**config.mk**
```make
export PLATFORM = sky130hd
export DESIGN_NAME = rigid_body_2d_step
export DESIGN_NICKNAME = d
export VERILOG_FILES = /design/src/design/rb2d_pkg.sv /design/src/design/rb2d_alu.sv /design/src/design/rigid_body_2d_step.sv
export SDC_FILE = /design/constraint.sdc
export NUM_CORES = 2
export LEC_CHECK = 0
export ABC_AREA = 1
export BUFFER_PORTS_ARGS = -buffer_cell sky130_fd_sc_hd__buf_4
export CAP_MARGIN = 20
export CORE_ASPECT_RATIO = 0.5
export CORE_UTILIZATION = 30
export DETAILED_ROUTE_END_ITERATION = 7
export GPL_TIMING_DRIVEN = 0
export REMOVE_ABC_BUFFERS = 1
export SYNTH_ARGS = -nofsm -noshare
export SYNTH_HDL_FRONTEND = slang
export SYNTH_SLANG_ARGS = --single-unit
```
**constraint.sdc**
```tcl
create_clock -name clock -period 20.4 [get_ports clock]
set_input_delay 1.02 -clock clock [delete_from_list [all_inputs] [get_ports clock]]
set_output_delay 1.02 -clock clock [all_outputs]
set_load 0.03 [all_outputs]
```
**src/design/rb2d_pkg.sv**
```systemverilog
// Shared types and constants for the 2D rigid-body integrator.
package rb2d_pkg;

   localparam int RB2D_FRAC_BITS  = 16;
   localparam int RB2D_WORD_WIDTH = 32;

   localparam int FIELD_W   = 32;  // external signed fields
   localparam int DT_W      = 17;  // timestep field
   localparam int REG_W     = 31;  // mass and inertia registers
   localparam int CSR_IDX_W = 3;
   localparam int DIGIT_W   = 16;  // multiplier digit per cycle

   localparam logic [REG_W-1:0] MASS_RESET    = REG_W'(65536);
   localparam logic [REG_W-1:0] INERTIA_RESET = REG_W'(65536);

   localparam int FRIC_LIN = 35;
   localparam int FRIC_ANG = 15;

   localparam logic KIND_TICK  = 1'b0;
   localparam logic KIND_FORCE = 1'b1;

   localparam logic [CSR_IDX_W-1:0] CSR_KINEMATIC = 3'd0;
   localparam logic [CSR_IDX_W-1:0] CSR_MASS      = 3'd1;
   localparam logic [CSR_IDX_W-1:0] CSR_INERTIA   = 3'd2;
   localparam logic [CSR_IDX_W-1:0] CSR_CENTRE_X  = 3'd3;
   localparam logic [CSR_IDX_W-1:0] CSR_CENTRE_Y  = 3'd4;
   localparam logic [CSR_IDX_W-1:0] CSR_GRAVITY_X = 3'd5;
   localparam logic [CSR_IDX_W-1:0] CSR_GRAVITY_Y = 3'd6;

   typedef enum logic {
      ALU_MUL,
      ALU_DIV
   } alu_op_type;

   typedef enum logic [1:0] {
      ALU_IDLE,
      ALU_RUN,
      ALU_DONE,
      ALU_OUT
   } alu_state_type;

   typedef enum logic [4:0] {
      ST_IDLE,
      ST_POS_X,
      ST_POS_Y,
      ST_ANGLE,
      ST_FRIC_SUB,
      ST_FRIC_ADD,
      ST_GRAV_X1,
      ST_GRAV_X2,
      ST_GRAV_Y1,
      ST_GRAV_Y2,
      ST_DIV_X,
      ST_DIV_Y,
      ST_ARM,
      ST_SCALE_X,
      ST_SCALE_Y,
      ST_TORQ_1,
      ST_TORQ_2,
      ST_TORQ,
      ST_DIV_W,
      ST_RESP
   } seq_state_type;

   typedef struct packed {
      logic       start;
      alu_op_type op;
   } alu_ctrl_type;

   typedef struct packed {
      logic idle;
      logic done;
   } alu_stat_type;

endpackage

```
**src/design/rb2d_alu.sv**
```systemverilog
// Shared iterative multiply / divide unit with saturating fixed-point result.
module rb2d_alu import rb2d_pkg::*; #(
   parameter int FRAC_BITS  = RB2D_FRAC_BITS,
   parameter int WORD_WIDTH = RB2D_WORD_WIDTH
) (
   input  logic                         clock,
   input  logic                         reset,
   input  alu_ctrl_type                 ctrl,
   input  logic signed [WORD_WIDTH-1:0] op_a,
   input  logic signed [((WORD_WIDTH > FIELD_W) ? WORD_WIDTH : FIELD_W)-1:0] op_b,
   output alu_stat_type                 stat,
   output logic signed [WORD_WIDTH-1:0] result
);

   localparam int W    = WORD_WIDTH;
   localparam int MB   = (W > FIELD_W) ? W : FIELD_W;
   localparam int NDIG = (MB + DIGIT_W - 1) / DIGIT_W;
   localparam int BP   = NDIG * DIGIT_W;
   localparam int XW   = W + BP;
   localparam int NB   = W + FRAC_BITS;
   localparam int CW   = $clog2(NB + 1);

   localparam logic signed [W-1:0] WMAX = {1'b0, {(W-1){1'b1}}};
   localparam logic signed [W-1:0] WMIN = {1'b1, {(W-1){1'b0}}};
   localparam logic [XW-1:0] LIM_NEG = XW'(1) << (W - 1);
   localparam logic [XW-1:0] LIM_POS = LIM_NEG - XW'(1);

   alu_state_type        state_ff, state_in;
   alu_op_type           op_ff, op_in;
   logic                 neg_ff, neg_in;
   logic                 zero_ff, zero_in;
   logic [CW-1:0]        cnt_ff, cnt_in;
   logic [W-1:0]         a_mag_ff, a_mag_in;
   logic [BP-1:0]        b_sh_ff, b_sh_in;
   logic [REG_W-1:0]     div_ff, div_in;
   logic [REG_W-1:0]     rem_ff, rem_in;
   logic [XW-1:0]        work_ff, work_in;
   logic signed [W-1:0]  result_ff, result_in;

   logic [W-1:0]         a_abs;
   logic [MB-1:0]        b_abs;
   logic [W+DIGIT_W-1:0] pp;
   logic [REG_W:0]       rem_sh;
   logic                 ge;
   logic [XW-1:0]        mag_x;
   logic [W-1:0]         mag_w;
   logic                 over;

   assign a_abs = op_a[W-1] ? W'(-op_a) : W'(op_a);
   assign b_abs = op_b[MB-1] ? MB'(-op_b) : MB'(op_b);

   assign pp     = a_mag_ff * b_sh_ff[BP-1 -: DIGIT_W];
   assign rem_sh = {rem_ff, work_ff[NB-1]};
   assign ge     = rem_sh >= {1'b0, div_ff};

   assign mag_x = (op_ff == ALU_MUL) ? (work_ff >> FRAC_BITS) : work_ff;
   assign mag_w = mag_x[W-1:0];
   assign over  = mag_x > (neg_ff ? LIM_NEG : LIM_POS);

   // next state
   always_comb begin
      state_in = state_ff;
      unique case (state_ff)
         ALU_IDLE: if (ctrl.start) state_in = ALU_RUN;
         ALU_RUN:  if (cnt_ff == CW'(1)) state_in = ALU_DONE;
         ALU_DONE: state_in = ALU_OUT;
         ALU_OUT:  state_in = ALU_IDLE;
         default:  state_in = ALU_IDLE;
      endcase
   end

   // status outputs
   always_comb begin
      stat.idle = 1'b0;
      stat.done = 1'b0;
      unique case (state_ff)
         ALU_IDLE: stat.idle = 1'b1;
         ALU_OUT:  stat.done = 1'b1;
         default:  stat.idle = 1'b0;
      endcase
   end

   // datapath
   always_comb begin
      op_in     = op_ff;
      neg_in    = neg_ff;
      zero_in   = zero_ff;
      cnt_in    = cnt_ff;
      a_mag_in  = a_mag_ff;
      b_sh_in   = b_sh_ff;
      div_in    = div_ff;
      rem_in    = rem_ff;
      work_in   = work_ff;
      result_in = result_ff;
      unique case (state_ff)
         ALU_IDLE: begin
            if (ctrl.start) begin
               op_in    = ctrl.op;
               a_mag_in = a_abs;
               b_sh_in  = BP'(b_abs);
               div_in   = op_b[REG_W-1:0];
               rem_in   = '0;
               zero_in  = (op_a == '0);
               if (ctrl.op == ALU_MUL) begin
                  neg_in  = op_a[W-1] ^ op_b[MB-1];
                  cnt_in  = CW'(NDIG);
                  work_in = '0;
               end else begin
                  neg_in  = op_a[W-1];
                  cnt_in  = CW'(NB);
                  work_in = XW'(a_abs) << FRAC_BITS;
               end
            end
         end
         ALU_RUN: begin
            cnt_in = cnt_ff - CW'(1);
            if (op_ff == ALU_MUL) begin
               // Horner over digits, most significant digit first
               work_in = (work_ff << DIGIT_W) + XW'(pp);
               b_sh_in = b_sh_ff << DIGIT_W;
            end else begin
               // restoring step: one quotient bit into the bottom
               rem_in  = ge ? REG_W'(rem_sh - {1'b0, div_ff}) : REG_W'(rem_sh);
               work_in = XW'({work_ff[NB-2:0], ge});
            end
         end
         ALU_DONE: begin
            if (zero_ff) begin
               result_in = '0;
            end else if (over) begin
               result_in = neg_ff ? WMIN : WMAX;
            end else begin
               result_in = neg_ff ? -mag_w : mag_w;
            end
         end
         default: begin
            result_in = result_ff;
         end
      endcase
   end

   always_ff @(posedge clock) begin
      if (reset) begin
         state_ff <= ALU_IDLE;
      end else begin
         state_ff <= state_in;
      end
   end

   always_ff @(posedge clock) begin
      op_ff     <= op_in;
      neg_ff    <= neg_in;
      zero_ff   <= zero_in;
      cnt_ff    <= cnt_in;
      a_mag_ff  <= a_mag_in;
      b_sh_ff   <= b_sh_in;
      div_ff    <= div_in;
      rem_ff    <= rem_in;
      work_ff   <= work_in;
      result_ff <= result_in;
   end

   assign result = result_ff;

   a_done_pulse: assert property (@(posedge clock) disable iff (reset)
      stat.done |=> !stat.done)
      else $error("alu done held for more than one cycle");

   a_run_count: assert property (@(posedge clock) disable iff (reset)
      (state_ff == ALU_RUN) |-> (cnt_ff != '0))
      else $error("alu iterating with an empty count");

   a_zero_result: assert property (@(posedge clock) disable iff (reset)
      (stat.done && zero_ff) |-> (result == '0))
      else $error("zero operand gave a nonzero result");

endmodule

```
**src/design/rigid_body_2d_step.sv**
```systemverilog
// Steps: a tick runs the position, angle and friction steps, then, for a body that is not
//   kinematic, the gravity, velocity and torque steps; a force request runs the velocity and
//   torque steps, or goes straight to the response for a kinematic body, and the response may
//   wait for the response register. The shared unit divides at one quotient bit per cycle.
// Throughput: one request at a time, the next taken once the response is loaded.
// Reset (synchronous, active high): body state and the other configuration registers clear to
//   zero, mass and inertia to 1.0 at the default FRAC_BITS, and no response is pending.
module rigid_body_2d_step import rb2d_pkg::*; #(
   parameter int FRAC_BITS  = RB2D_FRAC_BITS,
   parameter int WORD_WIDTH = RB2D_WORD_WIDTH
) (
   input  logic                        clock,
   input  logic                        reset,
   // configuration write port
   input  logic                        csr_wr_en,
   input  logic [CSR_IDX_W-1:0]        csr_index,
   input  logic [FIELD_W-1:0]          csr_wdata,
   // request channel
   input  logic                        req_valid,
   output logic                        req_ready,
   input  logic                        req_kind,
   input  logic [DT_W-1:0]             req_dt,
   input  logic signed [FIELD_W-1:0]   req_force_x,
   input  logic signed [FIELD_W-1:0]   req_force_y,
   input  logic signed [FIELD_W-1:0]   req_point_x,
   input  logic signed [FIELD_W-1:0]   req_point_y,
   // response channel
   output logic                        rsp_valid,
   input  logic                        rsp_ready,
   output logic signed [FIELD_W-1:0]   rsp_out_pos_x,
   output logic signed [FIELD_W-1:0]   rsp_out_pos_y,
   output logic signed [FIELD_W-1:0]   rsp_out_angle,
   output logic signed [FIELD_W-1:0]   rsp_out_vel_x,
   output logic signed [FIELD_W-1:0]   rsp_out_vel_y,
   output logic signed [FIELD_W-1:0]   rsp_out_spin
);

   localparam int W  = WORD_WIDTH;
   localparam int MB = (W > FIELD_W) ? W : FIELD_W;
   localparam int EW = MB;  // field conversion width

   localparam logic signed [W-1:0] WMAX = {1'b0, {(W-1){1'b1}}};
   localparam logic signed [W-1:0] WMIN = {1'b1, {(W-1){1'b0}}};

   // 0.005 in the word's fixed-point format, rounded
   localparam int K_ARM = ((5 << FRAC_BITS) + 500) / 1000;

   // ------------------------------------------------------------------
   // Helpers: saturating add/subtract, field to word and word to field.
   // ------------------------------------------------------------------
   function automatic logic signed [W-1:0] sat_sum(input logic signed [W-1:0] a,
                                                   input logic signed [W-1:0] b,
                                                   input logic sub);
      logic signed [W:0] s;
      s = sub ? ((W+1)'(a) - (W+1)'(b)) : ((W+1)'(a) + (W+1)'(b));
      if (s[W] != s[W-1]) begin
         return s[W] ? WMIN : WMAX;
      end
      return s[W-1:0];
   endfunction

   function automatic logic signed [W-1:0] to_word(input logic signed [FIELD_W-1:0] v);
      logic signed [EW-1:0] e;
      e = EW'(v);
      if (e > EW'(WMAX)) begin
         return WMAX;
      end
      if (e < EW'(WMIN)) begin
         return WMIN;
      end
      return e[W-1:0];
   endfunction

   function automatic logic signed [FIELD_W-1:0] to_field(input logic signed [W-1:0] v);
      logic signed [EW-1:0] e;
      e = EW'(v);
      return e[FIELD_W-1:0];
   endfunction

   // ------------------------------------------------------------------
   // Configuration registers
   // ------------------------------------------------------------------
   logic                kin_ff;
   logic [REG_W-1:0]    mass_ff, inertia_ff;
   logic signed [W-1:0] centre_x_ff, centre_y_ff, grav_x_ff, grav_y_ff;

   always_ff @(posedge clock) begin
      if (reset) begin
         kin_ff      <= 1'b0;
         mass_ff     <= MASS_RESET;
         inertia_ff  <= INERTIA_RESET;
         centre_x_ff <= '0;
         centre_y_ff <= '0;
         grav_x_ff   <= '0;
         grav_y_ff   <= '0;
      end else if (csr_wr_en) begin
         unique case (csr_index)
            CSR_KINEMATIC: kin_ff      <= csr_wdata[0];
            CSR_MASS:      mass_ff     <= csr_wdata[REG_W-1:0];
            CSR_INERTIA:   inertia_ff  <= csr_wdata[REG_W-1:0];
            CSR_CENTRE_X:  centre_x_ff <= to_word(csr_wdata);
            CSR_CENTRE_Y:  centre_y_ff <= to_word(csr_wdata);
            CSR_GRAVITY_X: grav_x_ff   <= to_word(csr_wdata);
            CSR_GRAVITY_Y: grav_y_ff   <= to_word(csr_wdata);
            default:       kin_ff      <= kin_ff;  // unused index: drop the write
         endcase
      end
   end

   // ------------------------------------------------------------------
   // Sequencer and body state
   // ------------------------------------------------------------------
   seq_state_type       state_ff, state_in;
   logic                issued_ff, issued_in;
   logic [DT_W-1:0]     dt_ff, dt_in;

   // Body state.
   logic signed [W-1:0] pos_x_ff, pos_x_in;
   logic signed [W-1:0] pos_y_ff, pos_y_in;
   logic signed [W-1:0] angle_ff, angle_in;
   logic signed [W-1:0] vel_x_ff, vel_x_in;
   logic signed [W-1:0] vel_y_ff, vel_y_in;
   logic signed [W-1:0] spin_ff, spin_in;

   // Scratch: force pair, then scaled force; arm pair, then torque terms.
   logic signed [W-1:0] fx_ff, fx_in;
   logic signed [W-1:0] fy_ff, fy_in;
   logic signed [W-1:0] px_ff, px_in;
   logic signed [W-1:0] py_ff, py_in;

   // Response holding register.
   logic                rsp_valid_ff, rsp_valid_in;
   logic signed [FIELD_W-1:0] out_pos_x_ff, out_pos_x_in;
   logic signed [FIELD_W-1:0] out_pos_y_ff, out_pos_y_in;
   logic signed [FIELD_W-1:0] out_angle_ff, out_angle_in;
   logic signed [FIELD_W-1:0] out_vel_x_ff, out_vel_x_in;
   logic signed [FIELD_W-1:0] out_vel_y_ff, out_vel_y_in;
   logic signed [FIELD_W-1:0] out_spin_ff, out_spin_in;

   alu_ctrl_type         alu_ctrl;
   alu_stat_type         alu_stat;
   logic signed [W-1:0]  alu_a;
   logic signed [MB-1:0] alu_b;
   logic signed [W-1:0]  alu_res;
   logic                 op_active;
   alu_op_type           op_sel;

   logic                 accept;
   logic                 rsp_free;
   logic signed [W-1:0]  fric_lin, fric_ang;

   assign accept   = req_valid && req_ready;
   assign rsp_free = !rsp_valid_ff || rsp_ready;

   // friction amounts are exact multiples of dt and fit the word at the default widths
   assign fric_lin = W'(dt_ff) * W'(FRIC_LIN);
   assign fric_ang = W'(dt_ff) * W'(FRIC_ANG);

   rb2d_alu #(
      .FRAC_BITS  (FRAC_BITS),
      .WORD_WIDTH (WORD_WIDTH)
   ) u_alu (
      .clock  (clock),
      .reset  (reset),
      .ctrl   (alu_ctrl),
      .op_a   (alu_a),
      .op_b   (alu_b),
      .stat   (alu_stat),
      .result (alu_res)
   );

   // Next state: arithmetic steps advance when the shared unit reports done,
   // the plain add steps advance every cycle.
   always_comb begin
      state_in = state_ff;
      unique case (state_ff)
         ST_IDLE: begin
            if (accept) begin
               if (req_kind == KIND_TICK) begin
                  state_in = ST_POS_X;
               end else begin
                  state_in = kin_ff ? ST_RESP : ST_DIV_X;
               end
            end
         end
         ST_POS_X:    if (alu_stat.done) state_in = ST_POS_Y;
         ST_POS_Y:    if (alu_stat.done) state_in = ST_ANGLE;
         ST_ANGLE:    if (alu_stat.done) state_in = ST_FRIC_SUB;
         ST_FRIC_SUB: state_in = ST_FRIC_ADD;
         ST_FRIC_ADD: state_in = kin_ff ? ST_RESP : ST_GRAV_X1;
         ST_GRAV_X1:  if (alu_stat.done) state_in = ST_GRAV_X2;
         ST_GRAV_X2:  if (alu_stat.done) state_in = ST_GRAV_Y1;
         ST_GRAV_Y1:  if (alu_stat.done) state_in = ST_GRAV_Y2;
         ST_GRAV_Y2:  if (alu_stat.done) state_in = ST_DIV_X;
         ST_DIV_X:    if (alu_stat.done) state_in = ST_DIV_Y;
         ST_DIV_Y:    if (alu_stat.done) state_in = ST_ARM;
         ST_ARM:      state_in = ST_SCALE_X;
         ST_SCALE_X:  if (alu_stat.done) state_in = ST_SCALE_Y;
         ST_SCALE_Y:  if (alu_stat.done) state_in = ST_TORQ_1;
         ST_TORQ_1:   if (alu_stat.done) state_in = ST_TORQ_2;
         ST_TORQ_2:   if (alu_stat.done) state_in = ST_TORQ;
         ST_TORQ:     state_in = ST_DIV_W;
         ST_DIV_W:    if (alu_stat.done) state_in = ST_RESP;
         ST_RESP:     if (rsp_free) state_in = ST_IDLE;
         default:     state_in = ST_IDLE;
      endcase
   end

   // Outputs: handshake and operand selection for the shared unit.
   always_comb begin
      op_active = 1'b0;
      op_sel    = ALU_MUL;
      alu_a     = '0;
      alu_b     = '0;
      unique case (state_ff)
         ST_POS_X: begin
            op_active = 1'b1;
            alu_a     = vel_x_ff;
            alu_b     = MB'(dt_ff);
         end
         ST_POS_Y: begin
            op_active = 1'b1;
            alu_a     = vel_y_ff;
            alu_b     = MB'(dt_ff);
         end
         ST_ANGLE: begin
            op_active = 1'b1;
            alu_a     = spin_ff;
            alu_b     = MB'(dt_ff);
         end
         ST_GRAV_X1: begin
            op_active = 1'b1;
            alu_a     = grav_x_ff;
            alu_b     = MB'(mass_ff);
         end
         ST_GRAV_X2: begin
            op_active = 1'b1;
            alu_a     = fx_ff;
            alu_b     = MB'(dt_ff);
         end
         ST_GRAV_Y1: begin
            op_active = 1'b1;
            alu_a     = grav_y_ff;
            alu_b     = MB'(mass_ff);
         end
         ST_GRAV_Y2: begin
            op_active = 1'b1;
            alu_a     = fy_ff;
            alu_b     = MB'(dt_ff);
         end
         ST_DIV_X: begin
            op_active = 1'b1;
            op_sel    = ALU_DIV;
            alu_a     = fx_ff;
            alu_b     = MB'(mass_ff);
         end
         ST_DIV_Y: begin
            op_active = 1'b1;
            op_sel    = ALU_DIV;
            alu_a     = fy_ff;
            alu_b     = MB'(mass_ff);
         end
         ST_SCALE_X: begin
            op_active = 1'b1;
            alu_a     = fx_ff;
            alu_b     = MB'(K_ARM);
         end
         ST_SCALE_Y: begin
            op_active = 1'b1;
            alu_a     = fy_ff;
            alu_b     = MB'(K_ARM);
         end
         ST_TORQ_1: begin
            op_active = 1'b1;
            alu_a     = px_ff;
            alu_b     = MB'(fy_ff);
         end
         ST_TORQ_2: begin
            op_active = 1'b1;
            alu_a     = py_ff;
            alu_b     = MB'(fx_ff);
         end
         ST_DIV_W: begin
            op_active = 1'b1;
            op_sel    = ALU_DIV;
            alu_a     = py_ff;
            alu_b     = MB'(inertia_ff);
         end
         default: begin
            op_active = 1'b0;
         end
      endcase
   end

   assign req_ready      = (state_ff == ST_IDLE);
   assign alu_ctrl.start = op_active && !issued_ff;
   assign alu_ctrl.op    = op_sel;

   // Datapath: capture the request, commit each step's result, load the response.
   always_comb begin
      dt_in        = dt_ff;
      pos_x_in     = pos_x_ff;
      pos_y_in     = pos_y_ff;
      angle_in     = angle_ff;
      vel_x_in     = vel_x_ff;
      vel_y_in     = vel_y_ff;
      spin_in      = spin_ff;
      fx_in        = fx_ff;
      fy_in        = fy_ff;
      px_in        = px_ff;
      py_in        = py_ff;
      rsp_valid_in = rsp_valid_ff && !rsp_ready;
      out_pos_x_in = out_pos_x_ff;
      out_pos_y_in = out_pos_y_ff;
      out_angle_in = out_angle_ff;
      out_vel_x_in = out_vel_x_ff;
      out_vel_y_in = out_vel_y_ff;
      out_spin_in  = out_spin_ff;

      // hold the issue flag until the unit answers
      if (alu_stat.done) begin
         issued_in = 1'b0;
      end else begin
         issued_in = issued_ff || alu_ctrl.start;
      end

      unique case (state_ff)
         ST_IDLE: begin
            if (accept) begin
               dt_in   = req_dt;
               if (req_kind == KIND_TICK) begin
                  // gravity acts at the mass centre, so the arm is zero
                  px_in = centre_x_ff;
                  py_in = centre_y_ff;
               end else begin
                  fx_in = to_word(req_force_x);
                  fy_in = to_word(req_force_y);
                  px_in = to_word(req_point_x);
                  py_in = to_word(req_point_y);
               end
            end
         end
         ST_POS_X: if (alu_stat.done) pos_x_in = sat_sum(pos_x_ff, alu_res, 1'b0);
         ST_POS_Y: if (alu_stat.done) pos_y_in = sat_sum(pos_y_ff, alu_res, 1'b0);
         ST_ANGLE: if (alu_stat.done) angle_in = sat_sum(angle_ff, alu_res, 1'b0);
         ST_FRIC_SUB: begin
            if (vel_x_ff > 0) vel_x_in = sat_sum(vel_x_ff, fric_lin, 1'b1);
            if (vel_y_ff > 0) vel_y_in = sat_sum(vel_y_ff, fric_lin, 1'b1);
            if (spin_ff > 0)  spin_in  = sat_sum(spin_ff, fric_ang, 1'b1);
         end
         ST_FRIC_ADD: begin
            // a component below zero, also one pushed there by the subtract, gets the amount added
            if (vel_x_ff < 0) vel_x_in = sat_sum(vel_x_ff, fric_lin, 1'b0);
            if (vel_y_ff < 0) vel_y_in = sat_sum(vel_y_ff, fric_lin, 1'b0);
            if (spin_ff < 0)  spin_in  = sat_sum(spin_ff, fric_ang, 1'b0);
         end
         ST_GRAV_X1, ST_GRAV_X2, ST_SCALE_X: if (alu_stat.done) fx_in = alu_res;
         ST_GRAV_Y1, ST_GRAV_Y2, ST_SCALE_Y: if (alu_stat.done) fy_in = alu_res;
         ST_DIV_X: if (alu_stat.done) vel_x_in = sat_sum(vel_x_ff, alu_res, 1'b0);
         ST_DIV_Y: if (alu_stat.done) vel_y_in = sat_sum(vel_y_ff, alu_res, 1'b0);
         ST_ARM: begin
            px_in = sat_sum(centre_x_ff, px_ff, 1'b1);
            py_in = sat_sum(centre_y_ff, py_ff, 1'b1);
         end
         ST_TORQ_1: if (alu_stat.done) px_in = alu_res;
         ST_TORQ_2: if (alu_stat.done) py_in = alu_res;
         ST_TORQ:   py_in = sat_sum(px_ff, py_ff, 1'b1);
         ST_DIV_W:  if (alu_stat.done) spin_in = sat_sum(spin_ff, alu_res, 1'b0);
         ST_RESP: begin
            if (rsp_free) begin
               rsp_valid_in = 1'b1;
               out_pos_x_in = to_field(pos_x_ff);
               out_pos_y_in = to_field(pos_y_ff);
               out_angle_in = to_field(angle_ff);
               out_vel_x_in = to_field(vel_x_ff);
               out_vel_y_in = to_field(vel_y_ff);
               out_spin_in  = to_field(spin_ff);
            end
         end
         default: begin
            dt_in = dt_ff;
         end
      endcase
   end

   always_ff @(posedge clock) begin
      if (reset) begin
         state_ff     <= ST_IDLE;
         issued_ff    <= 1'b0;
         rsp_valid_ff <= 1'b0;
         pos_x_ff     <= '0;
         pos_y_ff     <= '0;
         angle_ff     <= '0;
         vel_x_ff     <= '0;
         vel_y_ff     <= '0;
         spin_ff      <= '0;
      end else begin
         state_ff     <= state_in;
         issued_ff    <= issued_in;
         rsp_valid_ff <= rsp_valid_in;
         pos_x_ff     <= pos_x_in;
         pos_y_ff     <= pos_y_in;
         angle_ff     <= angle_in;
         vel_x_ff     <= vel_x_in;
         vel_y_ff     <= vel_y_in;
         spin_ff      <= spin_in;
      end
   end

   always_ff @(posedge clock) begin
      dt_ff        <= dt_in;
      fx_ff        <= fx_in;
      fy_ff        <= fy_in;
      px_ff        <= px_in;
      py_ff        <= py_in;
      out_pos_x_ff <= out_pos_x_in;
      out_pos_y_ff <= out_pos_y_in;
      out_angle_ff <= out_angle_in;
      out_vel_x_ff <= out_vel_x_in;
      out_vel_y_ff <= out_vel_y_in;
      out_spin_ff  <= out_spin_in;
   end

   assign rsp_valid     = rsp_valid_ff;
   assign rsp_out_pos_x = out_pos_x_ff;
   assign rsp_out_pos_y = out_pos_y_ff;
   assign rsp_out_angle = out_angle_ff;
   assign rsp_out_vel_x = out_vel_x_ff;
   assign rsp_out_vel_y = out_vel_y_ff;
   assign rsp_out_spin  = out_spin_ff;

   a_start_when_idle: assert property (@(posedge clock) disable iff (reset)
      alu_ctrl.start |-> alu_stat.idle)
      else $error("operation issued while the shared unit is busy");

   a_done_in_op_step: assert property (@(posedge clock) disable iff (reset)
      alu_stat.done |-> op_active)
      else $error("shared unit answered outside an arithmetic step");

   a_one_at_a_time: assert property (@(posedge clock) disable iff (reset)
      accept |=> !req_ready)
      else $error("request taken while another is in progress");

   a_state_holds_idle: assert property (@(posedge clock) disable iff (reset)
      (state_ff == ST_IDLE && !accept) |=> ($stable(vel_x_ff) && $stable(spin_ff)))
      else $error("body state moved with no request in progress");

endmodule
```
==> impl_metrics.tcl <==
set metrics [dict create \
    outcome "finished clean" \
    fmax_ghz 0.114 \
    synth_compound_area_share_pct 12.9 \
    cap_violations 0 \
    post_cts_resized 0 \
    hp-class "in -> reg" \
    syn_area_um2 98000 \
    crit_path_start_kind "flip-flop" \
    clock-sinks 960 \
    rsz0062_at_grt "no" \
    cts_root_buffer "clkbuf_16" \
    fillers 34800 \
    crit_slowest_cell "xor2_1" \
    antenna_found_initial 46 \
    r2r_cells 31 \
    synth_area_per_cell_um2 6.87 \
    slew_headroom_pct 11.0 \
    synth.yosys.seq_area_share_pct 25.4 \
    hold_viol_final 0 \
    final_common_cell "nand2_1" \
    yosysUniqueCellTypes 62 \
    core_area_um2 323000 \
    fin_cells 18800 \
    wl_mm 441 \
    drt_iter0_markers 10800 \
    grt_start_max_net_pins 169 \
    fin_setup_tns_ns 0 \
    crit_top_cell "nand2_1" \
    layout_common_cells "nand2_1 (3768), inv_1 (2049), nor2_1 (1472)" \
    yosys.area_share.adder_pct 19.5 \
    required_ns 21.07 \
    worst-path-max-fanout 31 \
    fp-row-count 147 \
    grt_pass1_vias 93000 \
    grt_usage_pct 25.8 \
    cts_setup_buffers 0 \
    dieArea_um2 329000 \
    synth_ff_type "edfxtp_1" \
    post-route-period-util_pct 43.0 \
    synthXorXnorAreaFrac_pct 4.31 \
    fin_nets 15800 \
    dp.cells 18600 \
    clkLatencyLatePin_ns 0.80 \
    cts_buffers 104 \
    place.gp.congestion 0.994 \
    h-tree-depth 3 \
    synth-simple-area-share_pct 27.9 \
    ant_nets 0 \
    start_util_pct 30.4 \
    path_class "reg -> reg" \
    cp_data_arrival_time_ns 9.44 \
    ys_async_sr_fraction_pct 0 \
    drc 0 \
    finalSetupViolations 0 \
    cts_buffer_depth 3 \
    worstMarginPinSlew_ns 1.34 \
    drive_gt1_share_pct 5.71 \
    die_w_um 810 \
    synth_enable_flop_cells 568 \
    synthMuxAreaShare_pct 0 \
    areaGrowthSynthToFinish_pct 14.0 \
    cts_tree "done" \
    grt_pass1_wl_mm 631 \
    cp_slowest_stage_delay_ns 0.86 \
    period_needed_ns 8.76 \
    cts_hold_buf 0 \
    cts.reportedPaths.clkPinSlew_ns 0.06 \
    netlist_instances 14300 \
    dp_hpwl_mm 358 \
    report.final.slew_viol_count 0 \
    synth_top_family_by_area "simple AND/OR/NAND/NOR gates" \
    vias 99000 \
    critPathCaptureType "flip-flop" \
    skew_ns 0.0899 \
    final_util_pct 34.6 \
    dr.pass1.iters 6 \
    ys_ff_latch 960 \
    wl_per_cell_um 23.5 \
    die_h_um 406 \
    vias_per_cell 5.26 \
    io_pins 380 \
    yosys_warnings 0 \
    globalRouteOverflowTotal 0 \
    holdPathStages 1 \
    port_buffers 379 \
]
==> path summary, 6_finish.rpt <==
check,start,endpoint,slack (ns)
worst max-delay path,dt_ff[6],vel_y_ff[6],11.64
worst min-delay path,req_dt[12],dt_ff[12],0.41
worst max register to register,dt_ff[6],vel_y_ff[6],11.64
worst min register to register,grav_y_ff[19],grav_y_ff[19],0.46
==> worst max-delay path, delay by kind of cell, from the launching register on <==
family | cells | cell delay, ns
adders and majority gates | 5 | 2.08
xor gates and xnor gates | 1 | 0.86
and+or+nand+nor | 14 | 2.36
buffers and inverters | 6 | 1.52
DFF | 1 | 0.59
AOI/OAI and AO/OA | 5 | 1.21
==> synth_stat cells (all sizes together) (138+ instances only) <==
library cell	number	area share, %
a21oi	1099	5.6
clkbuf	420	1.6
dfxtp	392	8.0
edfxtp	568	17
fa	510	10
ha	709	9.0
inv	2068	7.9
nand2	3778	14
nand3	918	4.7
nand4	186	1.2
nor2	1527	5.9
nor3	138	0.70
o21ai	895	4.6
xnor2	180	1.6
xor2	301	2.7
==> stage by stage <==
step,hold slack [ns],setup WS (ns),area (um^2)
floorplan,0.429,7.87,95900
global placement,0.439,-0.749,104000
detailed placement,0.443,11.93,108000
CTS,0.372,11.91,112000
global route,0.390,11.22,112000
finish,0.415,11.64,112000
==> layer usage <==
layer | track usage, % | vias to the layer above | wire length [um]
li1 | - | 46300 | -
met1 | 33.3 | 47500 | 181000
met2 | 41.1 | 4245 | 195000
met3 | 4.96 | 839 | 37600
met4 | 13.2 | 16 | 26800
met5 | 0 | - | 114
==> cell families after synthesis <==
kind of cell | count (synthesis)
DFF | 960
buffers and inverters | 2591
AOI/OAI and AO/OA | 2352
adders and majority gates | 1219
and+or+nand+nor | 6671
xor gates and xnor gates | 481
==> sequential cells by signal, indices dropped and copies added (netlist names), 32 cells and up <==
signal,count
u_alu.work_ff,64
angle_ff,32
centre_x_ff,32
centre_y_ff,32
fx_ff,32
fy_ff,32
grav_x_ff,32
grav_y_ff,32
pos_x_ff,32
pos_y_ff,32
px_ff,32
py_ff,32
rsp_out_angle,32
rsp_out_pos_x,32
rsp_out_pos_y,32
rsp_out_spin,32
rsp_out_vel_x,32
rsp_out_vel_y,32
spin_ff,32
u_alu.a_mag_ff,32
u_alu.b_sh_ff,32
u_alu.result,32
vel_x_ff,32
vel_y_ff,32
==> final cells by class <==
type	count	area (um^2)	share of cell area [%]
Tap cell	4321	5410	4.84
Clock buffer	123	2750	2.46
Sequential cell	960	24900	22.3
Clock inverter	74	1060	0.948
Timing Repair Buffer	534	6360	5.69
Antenna cell	12	30.0	0.0269
Inverter	2073	7790	6.97
Multi-Input combinational cell	10700	63500	56.8
Power is not shown: default switching activity piles up to over one toggle a cycle in this logic, so the estimate is an artifact.
